===== src/rtl/core/prpe_pkg.sv =====
// Shared types and constants for the planar to RGB555 palette expander.
package prpe_pkg;

    localparam int PIX_PER_COL  = 8;
    localparam int PIX_NUM_W    = $clog2(PIX_PER_COL);
    localparam int PAL_IDX_W    = 12;
    localparam int PAL_ENTRY_W  = 12;
    localparam int PAL_DEPTH    = 4096;
    localparam int LEVEL_W      = 4;
    localparam int CHAN_W       = 5;
    localparam int COLOR_W      = 15;
    localparam int PLANES_W     = 32;
    localparam int QUEUE_DEPTH  = 4;

    localparam logic OP_WRITE  = 1'b0;
    localparam logic OP_COLUMN = 1'b1;

    localparam logic CFG_PLANE_GROUP = 1'b0;
    localparam logic CFG_DISPLAY     = 1'b1;

    typedef struct packed {
        logic                   op;
        logic [PLANES_W-1:0]    green_planes;
        logic [PLANES_W-1:0]    red_planes;
        logic [PLANES_W-1:0]    blue_planes;
        logic [PAL_IDX_W-1:0]   palette_index;
        logic [LEVEL_W-1:0]     palette_red;
        logic [LEVEL_W-1:0]     palette_green;
        logic [LEVEL_W-1:0]     palette_blue;
    } t_in_item;

    typedef struct packed {
        logic [COLOR_W-1:0]     pixel_color;
        logic [PIX_NUM_W-1:0]   pixel_number;
        logic                   last_pixel;
    } t_out_item;

    typedef struct packed {
        logic                                   op;
        logic [PIX_PER_COL-1:0][PAL_IDX_W-1:0]  idx;
        logic [PAL_IDX_W-1:0]                   windex;
        logic [PAL_ENTRY_W-1:0]                 wdata;
    } t_work;

    function automatic logic [CHAN_W-1:0] expand_level(input logic [LEVEL_W-1:0] v);
        expand_level = {v, (v != '0)};
    endfunction

endpackage


===== src/rtl/core/prpe_queue.sv =====
// Short queue of decoded work between the input stage and the lookup stage.
module prpe_queue #(
    parameter int DEPTH = prpe_pkg::QUEUE_DEPTH
) (
    input  logic             i_clk,
    input  logic             i_rst_n,
    input  logic             i_push,
    input  prpe_pkg::t_work  i_data,
    output logic             o_full,
    input  logic             i_pop,
    output logic             o_empty,
    output prpe_pkg::t_work  o_data
);
    import prpe_pkg::*;

    localparam int AW = (DEPTH > 1) ? $clog2(DEPTH) : 1;
    localparam int CW = $clog2(DEPTH + 1);

    t_work           r_mem [DEPTH];
    logic [AW-1:0]   r_wr_ptr;
    logic [AW-1:0]   r_rd_ptr;
    logic [CW-1:0]   r_count;

    assign o_full  = (r_count == CW'(DEPTH));
    assign o_empty = (r_count == '0);
    assign o_data  = r_mem[r_rd_ptr];

    always_ff @(posedge i_clk) begin
        if (!i_rst_n) begin
            r_wr_ptr <= '0;
            r_rd_ptr <= '0;
            r_count  <= '0;
        end else begin
            if (i_push) begin
                r_wr_ptr <= (r_wr_ptr == AW'(DEPTH - 1)) ? '0 : r_wr_ptr + 1'b1;
            end
            if (i_pop) begin
                r_rd_ptr <= (r_rd_ptr == AW'(DEPTH - 1)) ? '0 : r_rd_ptr + 1'b1;
            end
            if (i_push && !i_pop) begin
                r_count <= r_count + 1'b1;
            end else if (i_pop && !i_push) begin
                r_count <= r_count - 1'b1;
            end
        end
        if (i_push) begin
            r_mem[r_wr_ptr] <= i_data;
        end
    end

    a_no_overflow: assert property (@(posedge i_clk) disable iff (!i_rst_n)
        o_full |-> !i_push || i_pop) else $error("queue overflow");
    a_no_underflow: assert property (@(posedge i_clk) disable iff (!i_rst_n)
        o_empty |-> !i_pop) else $error("queue underflow");
    a_count_track: assert property (@(posedge i_clk) disable iff (!i_rst_n)
        (i_push && !i_pop) |=> r_count == $past(r_count) + 1'b1)
        else $error("queue count lost a push");
endmodule


===== config.mk =====
export PLATFORM = sky130hd
export DESIGN_NAME = prpe_queue
export DESIGN_NICKNAME = d
export VERILOG_FILES = /design/src/rtl/core/prpe_pkg.sv /design/src/rtl/core/prpe_queue.sv
export SDC_FILE = /design/constraint.sdc
export NUM_CORES = 1
export LEC_CHECK = 0
export BUFFER_PORTS_ARGS = -buffer_cell sky130_fd_sc_hd__buf_2
export CORE_MARGIN = 8
export CORE_UTILIZATION = 45
export DETAILED_ROUTE_END_ITERATION = 8
export SLEW_MARGIN = 20
export SYNTH_ARGS = -nofsm -noshare
export SYNTH_HDL_FRONTEND = slang
export SYNTH_SLANG_ARGS = --single-unit

===== constraint.sdc =====
create_clock -name i_clk -period 4.9 [get_ports i_clk]
set_input_delay 0.245 -clock i_clk [delete_from_list [all_inputs] [get_ports i_clk]]
set_output_delay 0.245 -clock i_clk [all_outputs]
set_load 0.05 [all_outputs]

==> results.yml <==
status:
  status: "finished, final reports clean"
floorplanning:
  floorplan.die.height_um: 216
  num_rows: 73
  initial_utilization: 0.454
  die_area_mm2: 0.0467
  core_footprint_mm2: 0.0396
  ios: 248
  die-width_um: 216
timing:
  worst_clock_skew_ns: 0.0119
  setup_tns_ns: 0
  timing.max_slew.rel_slack: 0.306
  hold-worst-slack_ns: 0.0588
  fin_crit_sh: 0.597
  rsz_0062_raised_after_global_routing: "no"
  max_clock_freq_mhz: 342
  worst-slew-pin-transition_ns: 1.04
  final_number_of_setup_violating_endpoints: 0
  finalCriticalPeriod_ns: 2.92
  report.final.hold_viol_count: 0
  report.final.slew_viol_count: 0
layout:
  layout.cell_area.non_filler_mm2: 0.0225
  layout-area-overhead-vs-synth_pct: 24.9
  sequential_cell_area_mm2: 0.0147
  layout.filler_cells: 2998
  final_cells: 1643
  multi_input_area_mm2: 0.00300
  nNetsFinal: 1212
  drive_gt1_frac: 0.400
clock_network:
  cts_tree: "yes"
  clock_input_transition_at_the_sequential_cells_of_the_worst_setup_and_hold_paths_ns: 0.06
  clock_sinks: 493
  cts_root_buf: "sky130_fd_sc_hd__clkbuf_16"
  cts-buffers-inserted: 51
  cts_htree_levels: 2
  post_cts_resized: 0
  clock_path_buffers: 3
  source_to_sink_clock_delay_at_the_later_pin_of_the_worst_skew_pair_ns: 0.57
critical_path:
  worst_ep_required_time_ns: 4.66
  crit_path_start_kind: "flip-flop"
  timing.reg2reg.worst_path_depth: 4
  crit_path_end_kind: "output pin"
  critPathArrivalTime_ns: 2.68
  crit_type: "reg -> out"
  cp_max_fo: 64
placed_design:
  numPlacedInstances: 1430
  area_after_dpl_mm2: 0.0198
  routabilityCongestion: 0.708
  post-dp-hpwl_um: 20800
  io_buffers: 247
drt:
  drt_first_iter_violations: 382
  routed_wirelength_um: 36100
  via_count: 8364
  antenna_violating_nets_post_route: 0
  post_drt_via_cell_ratio: 5.09
  drc_viols: 0
  drt-pass1-iter-count: 4
  wl_per_cell_um: 21.9
yosys:
  yosysWarnings: 0
  synth_ff_type: "sky130_fd_sc_hd__edfxtp_1"
  part_of_the_yosys_area_used_for_sequential_elements: 0.817
  synth.ff_latch_count: 493
  syn-instance-count: 676
  syn-cell-area_mm2: 0.0180
  syn_area_cell_um2: 26.6
  ys_types: 24
  synthArstFlopShare: 0
  synth_nets: 808
  synth-edff-count: 484
run:
  cap_violations: 0
power_and_ir_drop:
  power.total_uw: 9640
  p_per_area_mw_per_mm2: 428
  irDropWorstVdd_mv: 0.318
  static-leakage-power_uw: 0.00760
global_route:
  grt_use_total: 0.155
  antenna_found_initial: 4
  first_pass_grt_wire_length_um: 56000
  grt_start_max_net_pins: 79
  via_count_of_the_first_global_routing_pass: 9465
  grt_remaining_overflow: 0
hold_path:
  whs_path_depth: 3
  hold_path.class: "in -> reg"
-- flip-flops by register name (all words and copies together), names as in the netlist, named ones only --
register and count:
r_wr_ptr 2, r_rd_ptr 2, r_count 3, r_mem 484
-- path summary, 6_finish.rpt --
kind / from / to / slack (ns)
worst max-delay path: flip-flop / o_data[116] / 1.98
worst min-delay path: i_pop / r_rd_ptr[0] / 0.06
worst max register to register: r_wr_ptr[0] / r_mem[2][57] / 2.63
worst min register to register: r_count[2] / r_count[2] / 0.54
-- placed cells by master, fill, tap and decap left out, types with 5 or more instances in the layout --
cell,count
sky130_fd_sc_hd__clkbuf_16,53
sky130_fd_sc_hd__clkinv_2,8
sky130_fd_sc_hd__clkbuf_1,12
sky130_fd_sc_hd__nor2b_1,5
sky130_fd_sc_hd__ha_1,6
sky130_fd_sc_hd__buf_2,247
sky130_fd_sc_hd__buf_12,6
sky130_fd_sc_hd__mux4_2,121
sky130_fd_sc_hd__edfxtp_1,484
sky130_fd_sc_hd__clkinv_1,13
sky130_fd_sc_hd__dfxtp_1,7
sky130_fd_sc_hd__dlygate4sd3_1,122
-- per-stage QoR --
step                      worst slack (ns)   util
final                                 1.98  0.568
after global routing                  1.80  0.568
after CTS                             1.87  0.567
after detailed placement              2.49  0.499
after global placement                2.49  0.499
after floorplan                       1.08      -
-- power by group --
group | total (uW) | switching [uW] | internal, uW
registers | 4900 | 68.5 | 4840
logic | 1260 | 848 | 409
clock network | 3480 | 1470 | 2010
-- Yosys cell counts, types with 2 or more instances --
library cell / count / share of area
sky130_fd_sc_hd__dfxtp_1: 9 / 0.010
sky130_fd_sc_hd__edfxtp_1: 484 / 0.81
sky130_fd_sc_hd__mux4_2: 121 / 0.15
sky130_fd_sc_hd__nor2b_1: 5 / 0.0017
sky130_fd_sc_hd__ha_1: 6 / 0.0042
sky130_fd_sc_hd__buf_4: 3 / 0.0013
sky130_fd_sc_hd__buf_2: 9 / 0.0025
sky130_fd_sc_hd__inv_1: 4 / 0.00083
sky130_fd_sc_hd__nor3_1: 2 / 0.00056
sky130_fd_sc_hd__buf_12: 10 / 0.011
sky130_fd_sc_hd__buf_1: 3 / 0.00063
sky130_fd_sc_hd__mux2i_1: 4 / 0.0022
sky130_fd_sc_hd__and2_1: 5 / 0.0017
-- layout make-up --
class | instances | share of cell area
flip-flops and latches | 493 | 0.654
inverters | 4 | 0.000667
clock buffers | 65 | 0.0610
well taps | 525 | 0.0292
repair buffers | 378 | 0.116
diodes | 3 | 0.000334
multi-input cells | 152 | 0.133
clock inverters | 23 | 0.00562
-- routing by layer --
metal  share of wire  wire length (um)  global-route usage
met2            0.51             18400               0.256
met1            0.41             14900               0.197
met3           0.060              2170              0.0478
met4           0.016               584              0.0415
met5         0.00036                13                   0
-- critical path: stages (launching register included) --
cell                      delay, ns
sky130_fd_sc_hd__dfxtp_4       1.03
sky130_fd_sc_hd__buf_12        0.41
sky130_fd_sc_hd__mux4_2        0.38
sky130_fd_sc_hd__buf_2         0.24
-- what timing repair did --
item / 4_1_cts / 5_1_grt
endpoints found under the hold margin: 493 / 0
setup endpoints to repair: 0 / 0
buffers inserted: 0 / 0
hold buffers: 122 / 0
-- cell families (layout without fill, tap and decap cells) --
kind of cell               count (synthesis)  after routing  share of synthesized area
and+or+nand+nor                           15             15                    0.00500
other                                      0              3                          0
AOI/OAI and AO/OA                          3              3                    0.00111
DFF                                      493            493                      0.817
muxes                                    125            125                      0.154
xor gates and xnor gates                   2              2                   0.000973
buffers and inverters                     31            470                     0.0172
adders and majority gates                  7              7                    0.00528
No activity file was read; power rests on OpenSTA's default activity.
