==> config.mk <==
export PLATFORM = sky130hd
export DESIGN_NAME = prpe_front
export DESIGN_NICKNAME = d
export VERILOG_FILES = /design/src/rtl/core/prpe_pkg.sv /design/src/rtl/core/prpe_front.sv
export SDC_FILE = /design/constraint.sdc
export NUM_CORES = 1
export LEC_CHECK = 0
export BUFFER_PORTS_ARGS = -buffer_cell sky130_fd_sc_hd__buf_2
export CAP_MARGIN = 20
export CORE_ASPECT_RATIO = 1.25
export CORE_MARGIN = 2
export CORE_UTILIZATION = 36
export DETAILED_ROUTE_END_ITERATION = 6
export PLACE_DENSITY = 0.67
export SLEW_MARGIN = 20
export SYNTH_ARGS = -nofsm -noshare
export SYNTH_HDL_FRONTEND = slang
export SYNTH_SLANG_ARGS = --single-unit
==> constraint.sdc <==
create_clock -name i_clk -period 7.9 [get_ports i_clk]
set_input_delay 0.79 -clock i_clk [delete_from_list [all_inputs] [get_ports i_clk]]
set_output_delay 0.79 -clock i_clk [all_outputs]
set_load 0.02 [all_outputs]
==> src/rtl/core/prpe_pkg.sv <==
// Shared types and constants for the planar to RGB555 palette expander.
package prpe_pkg;

    localparam int PIX_PER_COL  = 8;
    localparam int PIX_NUM_W    = $clog2(PIX_PER_COL);
    localparam int PAL_IDX_W    = 12;
    localparam int PAL_ENTRY_W  = 12;
    localparam int PAL_DEPTH    = 4096;
    localparam int LEVEL_W      = 4;
    localparam int CHAN_W       = 5;
    localparam int COLOR_W      = 15;
    localparam int PLANES_W     = 32;
    localparam int QUEUE_DEPTH  = 4;

    localparam logic OP_WRITE  = 1'b0;
    localparam logic OP_COLUMN = 1'b1;

    localparam logic CFG_PLANE_GROUP = 1'b0;
    localparam logic CFG_DISPLAY     = 1'b1;

    typedef struct packed {
        logic                   op;
        logic [PLANES_W-1:0]    green_planes;
        logic [PLANES_W-1:0]    red_planes;
        logic [PLANES_W-1:0]    blue_planes;
        logic [PAL_IDX_W-1:0]   palette_index;
        logic [LEVEL_W-1:0]     palette_red;
        logic [LEVEL_W-1:0]     palette_green;
        logic [LEVEL_W-1:0]     palette_blue;
    } t_in_item;

    typedef struct packed {
        logic [COLOR_W-1:0]     pixel_color;
        logic [PIX_NUM_W-1:0]   pixel_number;
        logic                   last_pixel;
    } t_out_item;

    typedef struct packed {
        logic                                   op;
        logic [PIX_PER_COL-1:0][PAL_IDX_W-1:0]  idx;
        logic [PAL_IDX_W-1:0]                   windex;
        logic [PAL_ENTRY_W-1:0]                 wdata;
    } t_work;

    function automatic logic [CHAN_W-1:0] expand_level(input logic [LEVEL_W-1:0] v);
        expand_level = {v, (v != '0)};
    endfunction

endpackage

==> src/rtl/core/prpe_front.sv <==
// Input stage: accepts items, builds the eight masked palette indices of a column.
module prpe_front (
    input  logic                 i_clk,
    input  logic                 i_rst_n,
    input  logic                 i_in_valid,
    output logic                 o_in_stall,
    input  prpe_pkg::t_in_item   i_in_item,
    input  logic [2:0]           i_plane_group_enable,
    output logic                 o_push,
    output prpe_pkg::t_work      o_work,
    input  logic                 i_queue_full
);
    import prpe_pkg::*;

    logic   r_valid;
    logic   n_valid;
    t_work  r_work;
    t_work  n_work;
    logic   accept;
    logic [PAL_IDX_W-1:0] mask;

    assign o_in_stall = r_valid && i_queue_full;
    assign accept     = i_in_valid && !o_in_stall;
    assign o_push     = r_valid && !i_queue_full;
    assign n_valid    = accept || (r_valid && i_queue_full);

    assign mask = {{4{i_plane_group_enable[2]}}, {4{i_plane_group_enable[1]}},
                   {4{i_plane_group_enable[0]}}};

    always_comb begin
        n_work        = r_work;
        if (accept) begin
            n_work.op     = i_in_item.op;
            n_work.windex = i_in_item.palette_index;
            n_work.wdata  = {i_in_item.palette_red, i_in_item.palette_green,
                             i_in_item.palette_blue};
            for (int p = 0; p < PIX_PER_COL; p++) begin
                n_work.idx[p] = mask & {
                    i_in_item.green_planes[24 + 7 - p], i_in_item.green_planes[16 + 7 - p],
                    i_in_item.green_planes[8 + 7 - p],  i_in_item.green_planes[7 - p],
                    i_in_item.red_planes[24 + 7 - p],   i_in_item.red_planes[16 + 7 - p],
                    i_in_item.red_planes[8 + 7 - p],    i_in_item.red_planes[7 - p],
                    i_in_item.blue_planes[24 + 7 - p],  i_in_item.blue_planes[16 + 7 - p],
                    i_in_item.blue_planes[8 + 7 - p],   i_in_item.blue_planes[7 - p]};
            end
        end
    end

    always_ff @(posedge i_clk) begin
        if (!i_rst_n) begin
            r_valid <= 1'b0;
        end else begin
            r_valid <= n_valid;
        end
        r_work <= n_work;
    end

    assign o_work = r_work;
endmodule

==> flow_summary.json, run 1 <==
{
  "drv_slew": 0,
  "rsz0062_at_grt": "false",
  "p_sw_share_pct": 22.6,
  "die_y_um": 128,
  "dpl.hpwl_mm": 7.10,
  "die_width_um": 103,
  "worst_setup_path_start_kind": "input pin",
  "relSlewSlack_pct": 43.7,
  "dpl_cell_area_um2": 5880,
  "setup_tns_ns": 0,
  "hold_buffers": 0,
  "fmax_ghz": 0.388,
  "post_cts_buffers": 0,
  "seqPwrFrac_pct": 46.4,
  "synthCells": 231,
  "required_ns": 7.92,
  "root_buffer": "clkbuf_16",
  "area_growth_pct": 44.9,
  "path_clk_slew_ns": 0.05,
  "netlist_area_um2": 4450,
  "grt_start_max_net_pins": 68,
  "fin_cells": 671,
  "final_net_count": 621,
  "synth_compound_area_share_pct": 0.169,
  "clkLatencyLatePin_ns": 0.40,
  "synth.top_cell.area_share_pct": 81.7,
  "gr-usage-all-layers_pct": 14.3,
  "synth.distinct_cells": 7,
  "intPower_mw": 1.29,
  "final_util_pct": 53.2,
  "h-tree-depth": 4,
  "cp-end-kind": "flip-flop",
  "dieArea_um2": 13300,
  "synth_fa_ha_area_share_pct": 0,
  "portBuffers": 250,
  "synth_xor_area_share_pct": 0,
  "synth.area.mux_share_pct": 0,
  "grt_pass1_wl_mm": 13.8,
  "setup_violations": 0,
  "syn_avg_cell_area_um2": 19.2,
  "synth.net_count": 359,
  "synth_seq_area_share_pct": 82.2,
  "hold_viol_final": 0,
  "grt_antenna_before_repair": 3,
  "powerDensity_nw_per_um2": 258,
  "vias_per_cell": 4.22,
  "via_count": 2831,
  "cts_made_buffers": 17,
  "tightest_slew_ns": 0.845,
  "ys_warn_count": 0,
  "cts_tree": "yes",
  "place_congestion": 0.732,
  "synth_top_area_cell": "edfxtp_1",
  "path_cells": "buf_2 -> and2_1 -> nor2b_4 -> buf_4 -> buf_4",
  "p_clk_share_pct": 43.6,
  "rows": 45,
  "cp_common_cell": "buf_4",
  "crit_fanout": 67,
  "leakagePower_nw": 2.85,
  "slowest_stage": "buf_4",
  "outcome": "finished clean",
  "fin_ws_ns": 5.32,
  "skew_ns": 0.00791,
  "clock_path_buffers": 2,
  "comb_power_share_pct": 10.0,
  "synth-simple-area-share_pct": 16.6,
  "drc": 0,
  "wl_per_cell_um": 14.3,
  "p_total_mw": 1.66,
  "ir_worst_vdd_mv": 0.114,
  "floorplan.initialDensity_pct": 36.7,
  "critPathTopFamily": "buffers and inverters",
  "io_pins": 251,
  "dp_cells": 638,
  "max_stage_delay_ns": 0.76,
  "first_pass_iters": 4,
  "synth_top_family_by_area": "simple AND/OR/NAND/NOR gates",
  "grt_overflow": 0,
  "arrival_ns": 2.60,
  "pre_cts_ws_ns": 4.89,
  "critPathBufInv": 3,
  "routed_wl_mm": 9.58,
  "drt-initial-drc-count": 64,
  "fin_area_um2": 6440,
  "synth-seq-cells": 122,
  "finalHoldWorstSlack_ns": 0.564,
  "post-route-period-util_pct": 32.6,
  "core_area_um2": 12100,
  "cts.sinks": 122,
  "switchingPower_uw": 376,
  "synth_area_leaders": "edfxtp_1, and2_2, clkbuf_2, dfxtp_1, nor2b_1",
  "drv_cap": 0,
  "grt_pass1_vias": 2796,
  "cts_resized": 0,
  "hold_path.class": "input pin to flip-flop",
  "drive_gt1_share_pct": 74.7,
  "ant_nets": 0,
  "fin_crit_ns": 2.58,
  "crit_type": "input pin to flip-flop"
}
[power groups by stage]
stage,clock network [mW],logic [mW],registers [mW]
global placement,0,0.167,0.783
global route,0.770,0.181,0.776
CTS,0.741,0.170,0.772
finish,0.725,0.167,0.771
detailed placement,0,0.170,0.784
floorplan,0,0.0377,0.845
[final cells by class]
type | instances | area [um2]
fill | 1051 | 5660
clock buffer | 18 | 429
clock inverter | 14 | 131
antenna | 1 | 2.50
tap | 164 | 205
timing repair buffer | 252 | 1270
sequential | 122 | 3650
multi-input combinational | 100 | 754
[sequential cells by signal (all words and copies together) (netlist names)]
name     cells
o_work     121
r_valid      1
[worst register-to-register path, stage by stage (launching register included)]
cell and delay (ns):
dfxtp_1 0.30, and2_1 0.17, nor2b_4 0.11, buf_4 0.54
buf_4 0.80
[layer usage]
layer | wire, um | up-vias | GRT usage [%]
li1 | - | 1347 | -
met1 | 3240 | 1301 | 14.1
met2 | 5010 | 162 | 24.2
met3 | 1130 | 17 | 8.23
met4 | 175 | 4 | 5.65
met5 | 27 | - | 0
[cells by family (layout without fill, tap and decap cells)]
logic type / count (synthesis) / in the layout
compound gates: 1 / 1
flops: 122 / 122
buf+inv: 9 / 284
simple gates: 99 / 99
other cells: 0 / 1
[cells in the mapped netlist]
cell type  number
dfxtp_1         1
nor2b_1         2
o21a_1          1
edfxtp_1      121
and2_1          1
and2_2         96
clkbuf_2        9
[layout by cell type, fill, tap and decap left out]
master and instances:
dfxtp_1 1, o21a_1 1, clkinv_4 3, clkbuf_16 17
nor2b_1 1, clkinv_2 6, clkbuf_1 1, buf_4 2
nor2b_4 1, and2_1 1, clkinv_1 2, and2_2 96
diode_2 1, bufinv_16 2, edfxtp_1 121, buf_2 250
clkinvlp_4 1
[worst paths after layout]
kind	startpoint	to	slack (ns)	cells past startpoint
worst max-delay path	i_queue_full	o_work[66]	5.32	5
worst min-delay path	i_in_item[16]	o_work[16]	0.56	1
worst max register to register	r_valid	o_work[66]	5.53	4
worst min register to register	r_valid	r_valid	0.67	2
Power figures use the tool's default switching activity.
==> run 2, diff against run 1 <==
==> constraint.sdc (replaced) <==
create_clock -name i_clk -period 2.6 [get_ports i_clk]
set_input_delay 0.26 -clock i_clk [delete_from_list [all_inputs] [get_ports i_clk]]
set_output_delay 0.26 -clock i_clk [all_outputs]
set_load 0.02 [all_outputs]
==> flow_summary.json, run 2 (same netlist as run 1, synthesis figures left out) <==
{
  "root_buffer": "clkbuf_16",
  "clock_path_buffers": 2,
  "cts.sinks": 122,
  "required_ns": 2.69,
  "first_pass_iters": 4,
  "dpl_cell_area_um2": 5960,
  "relSlewSlack_pct": 53.1,
  "portBuffers": 250,
  "skew_ns": 0.00553,
  "finalHoldWorstSlack_ns": 0.0317,
  "core_area_um2": 12100,
  "worst_setup_path_start_kind": "flip-flop",
  "gr-usage-all-layers_pct": 14.9,
  "clkLatencyLatePin_ns": 0.40,
  "area_growth_pct": 46.0,
  "path_clk_slew_ns": 0.06,
  "arrival_ns": 1.75,
  "crit_type": "flip-flop to flip-flop",
  "slowest_stage": "nor2b_4",
  "floorplan.initialDensity_pct": 36.7,
  "h-tree-depth": 4,
  "via_count": 2837,
  "fin_crit_ns": 1.66,
  "fill_cells": 1011,
  "wl_per_cell_um": 14.7,
  "seqPwrFrac_pct": 47.7,
  "grt_start_max_net_pins": 38,
  "hold_path.class": "input pin to flip-flop",
  "largest_register_ffs": 121,
  "fmax_ghz": 0.601,
  "drc": 0,
  "mostFrequentLayoutCells": "buf_2, edfxtp_1, and2_2, clkbuf_16, clkinv_2",
  "dieArea_um2": 13300,
  "fin_area_um2": 6490,
  "die_width_um": 103,
  "pre_cts_ws_ns": 0.821,
  "drv_cap": 0,
  "comb_power_share_pct": 10.7,
  "multiInputGateArea_um2": 757,
  "powerDensity_nw_per_um2": 757,
  "intPower_mw": 3.76,
  "leakagePower_nw": 2.86,
  "switchingPower_mw": 1.16,
  "ant_nets": 0,
  "fin_ws_ns": 0.935,
  "post-route-period-util_pct": 64.0,
  "drt-initial-drc-count": 79,
  "grt_pass1_vias": 2932,
  "post_cts_buffers": 0,
  "outcome": "finished clean",
  "insertedDiodeCount": 0,
  "final_net_count": 627,
  "hold_buffers": 0,
  "setup_violations": 0,
  "layout_commonest_cell": "buf_2",
  "rows": 45,
  "die_y_um": 128,
  "ff_latch_area_um2": 3650,
  "cts_made_buffers": 17,
  "vias_per_cell": 4.20,
  "path_cells": "and2_4 -> nor2b_4 -> buf_12",
  "dpl.hpwl_mm": 7.34,
  "hold_viol_final": 0,
  "grt_antenna_before_repair": 0,
  "rsz0062_at_grt": "false",
  "drv_slew": 0,
  "place_congestion": 0.753,
  "drive_gt1_share_pct": 75.6,
  "tightest_slew_ns": 0.702,
  "crit_fanout": 37,
  "cts_resized": 0,
  "grt_overflow": 0,
  "p_clk_share_pct": 41.6,
  "max_stage_delay_ns": 0.56,
  "io_pins": 251,
  "grt_pass1_wl_mm": 14.5,
  "routed_wl_mm": 9.92,
  "p_sw_share_pct": 23.5,
  "cp-end-kind": "flip-flop",
  "ir_worst_vdd_mv": 0.374,
  "cts_tree": "yes"
}
run 2: final cells by class:
type | count | share of cell area [%]
Timing Repair Buffer | 258 | 20.8
Clock inverter | 13 | 1.25
Tap cell | 164 | 3.16
Clock buffer | 19 | 6.83
Multi-Input combinational cell | 100 | 11.7
Sequential cell | 122 | 56.3
run 2: metrics by stage:
stage	cells	util (%)	power (mW)	setup TNS (ns)
6_report	676	53.6	4.91	0
4_1_cts	676	53.6	4.97	0
3_5_place_dp	644	49.3	2.92	0
2_1_floorplan	231	-	2.67	-9.25
5_1_grt	676	53.6	5.11	0
3_3_place_gp	644	49.3	2.91	0
run 2: path summary, 6_finish.rpt:
path	startpoint	to	slack (ns)	cells past startpoint
worst max-delay path	r_valid	o_work[98]	0.94	3
worst min-delay path	i_in_item[11]	o_work[11]	0.03	1
worst max register to register	r_valid	o_work[98]	0.94	3
worst min register to register	r_valid	r_valid	0.62	2
run 2: layer usage:
metal	up-vias	part of all wire (%)	track usage, %	wire length, um
li1	1365	-	-	-
met1	1299	38	16.2	3750
met2	156	50	24.9	4990
met3	17	9.7	5.89	964
met4	0	2.2	7.20	223
met5	-	0	0	0
run 2: critical path: cells and delay by family (launching register included):
kind          cells  cell delay (ns)
simple gates      2             0.71
flops             1             0.31
buf+inv           1             0.30
run 2: power by group through the flow:
stage	sequential (mW)	clock (mW)	combinational (mW)
global placement	2.38	0	0.527
finish	2.34	2.04	0.527
global route	2.36	2.18	0.572
detailed placement	2.38	0	0.536
CTS	2.34	2.09	0.536
floorplan	2.55	0	0.117
==> run 3, diff against run 2 <==
==> constraint.sdc (replaced) <==
create_clock -name i_clk -period 1.6 [get_ports i_clk]
set_input_delay 0.16 -clock i_clk [delete_from_list [all_inputs] [get_ports i_clk]]
set_output_delay 0.16 -clock i_clk [all_outputs]
set_load 0.02 [all_outputs]
==> flow_summary.json, run 3 (same netlist as run 1, synthesis figures left out) <==
{
  "fin_area_um2": 6760,
  "h-tree-depth": 4,
  "path_cells": "and2_4 -> nor2b_4 -> buf_12",
  "post_cts_buffers": 0,
  "place_congestion": 0.742,
  "vias_per_cell": 4.20,
  "multiInputGateArea_um2": 757,
  "grt_antenna_before_repair": 0,
  "path_clk_slew_ns": 0.05,
  "die_y_um": 128,
  "fill_cells": 1020,
  "relSlewSlack_pct": 72.8,
  "largest_register_ffs": 121,
  "layout_commonest_cell": "buf_2",
  "regToRegEndpoint": "o_work[48]",
  "final_util_pct": 55.8,
  "ir_worst_vdd_mv": 0.618,
  "drv_slew": 0,
  "dpl_cell_area_um2": 5910,
  "worstReg2RegStart": "r_valid",
  "clock_path_buffers": 2,
  "ff_latch_area_um2": 3650,
  "final_net_count": 648,
  "dieArea_um2": 13300,
  "cp-end-kind": "flip-flop",
  "gr-usage-all-layers_pct": 14.8,
  "io_pins": 251,
  "grt_start_max_net_pins": 62,
  "route.met2.wl_mm": 5.05,
  "fmax_ghz": 0.766,
  "dpl.hpwl_mm": 7.01,
  "wl_met1_mm": 3.65,
  "arrival_ns": 1.37,
  "fin_cells": 697,
  "drive_gt1_share_pct": 71.3,
  "routed_wl_mm": 9.91,
  "die_width_um": 103,
  "clkLatencyLatePin_ns": 0.40,
  "worstHoldEndpoint": "o_work[77]",
  "grt_pass1_vias": 2981,
  "grt_overflow": 0,
  "hold_viol_final": 0,
  "via_count": 2925,
  "leakagePower_nw": 2.96,
  "mostFrequentLayoutCells": "buf_2, edfxtp_1, and2_2, dlygate4sd3_1, clkbuf_16",
  "cts_tree": "yes",
  "outcome": "finished clean",
  "powerDensity_nw_per_um2": 1240,
  "slowest_stage": "dfxtp_1",
  "hp-start": "i_in_item[67]",
  "skew_ns": 0.00958,
  "fin_crit_ns": 1.30,
  "cts_resized": 0,
  "required_ns": 1.67,
  "core_area_um2": 12100,
  "area_growth_pct": 52.0,
  "post-route-period-util_pct": 81.5,
  "hold_path.class": "input pin to flip-flop",
  "drv_cap": 0,
  "whs_path_depth": 2,
  "ant_nets": 0,
  "met3_wirelength_um": 966,
  "worst_setup_path_start_kind": "flip-flop",
  "wl_per_cell_um": 14.2,
  "portBuffers": 250,
  "max_stage_delay_ns": 0.30,
  "tightest_slew_ns": 0.408,
  "insertedDiodeCount": 0,
  "r2r.worst_path.cells": 3,
  "setup_violations": 0,
  "cts_made_buffers": 17,
  "first_pass_iters": 5,
  "rrSetupSlack_ns": 0.30,
  "grt_pass1_wl_mm": 14.5,
  "floorplan.initialDensity_pct": 36.7,
  "hold_buffers": 27,
  "p_total_mw": 8.38,
  "crit_type": "flip-flop to flip-flop",
  "rsz0062_at_grt": "false",
  "dp_cells": 638,
  "drc": 0,
  "highest_layer": "met4",
  "rows": 45,
  "root_buffer": "clkbuf_16",
  "drt-initial-drc-count": 96,
  "crit_fanout": 61,
  "cts.sinks": 122
}
run 3: stage by stage:
step	TNS [ns]	hold WS [ns]	worst slack (ns)
global placement	0	0.337	0.324
finish	0	0.0503	0.295
detailed placement	0	0.338	0.314
floorplan	-130.25	0.259	-1.08
CTS	0	0.0275	0.298
global route	0	0.0319	0.244
run 3: per-layer routing:
metal / up-vias / global-route usage, %
met5: - / 0
met4: 0 / 6.58
met3: 20 / 6.71
met2: 161 / 25.0
met1: 1347 / 15.7
li1: 1397 / -
run 3: cell type report:
cell class	count	area share [%]
tap	164	3.04
timing repair buffer	279	23.1
multi-input combinational	100	11.2
clock buffer	21	6.81
clock inverter	11	1.80
sequential	122	54.1
run 3: how the worst max path moves through the flow:
stage            startpoint          to  slack, ns  depth (start not counted)
3_5_place_dp   i_queue_full  o_work[74]       0.31                          4
5_1_grt             r_valid  o_work[72]       0.24                          3
4_1_cts             r_valid  o_work[25]       0.30                          3
2_1_floorplan       r_valid   o_work[0]      -1.08                          2
6_report            r_valid  o_work[48]       0.30                          3
3_3_place_gp        r_valid  o_work[74]       0.32                          3
run 3: worst max-delay path, delay by kind of cell (launching register included):
kind	cells	cell delay, ns
buffers and inverters	1	0.30
AND/OR/NAND/NOR	2	0.30
flip-flops	1	0.30
run 3: report_power, final:
| part | switching [mW] | leakage, nW | internal, mW |
|---|---|---|---|
| Sequential | 0.0466 | 1.21 | 3.76 |
| Combinational | 0.507 | 1.48 | 0.380 |
| Clock | 1.32 | 0.271 | 2.37 |
| Total | 1.87 | 2.96 | 6.51 |
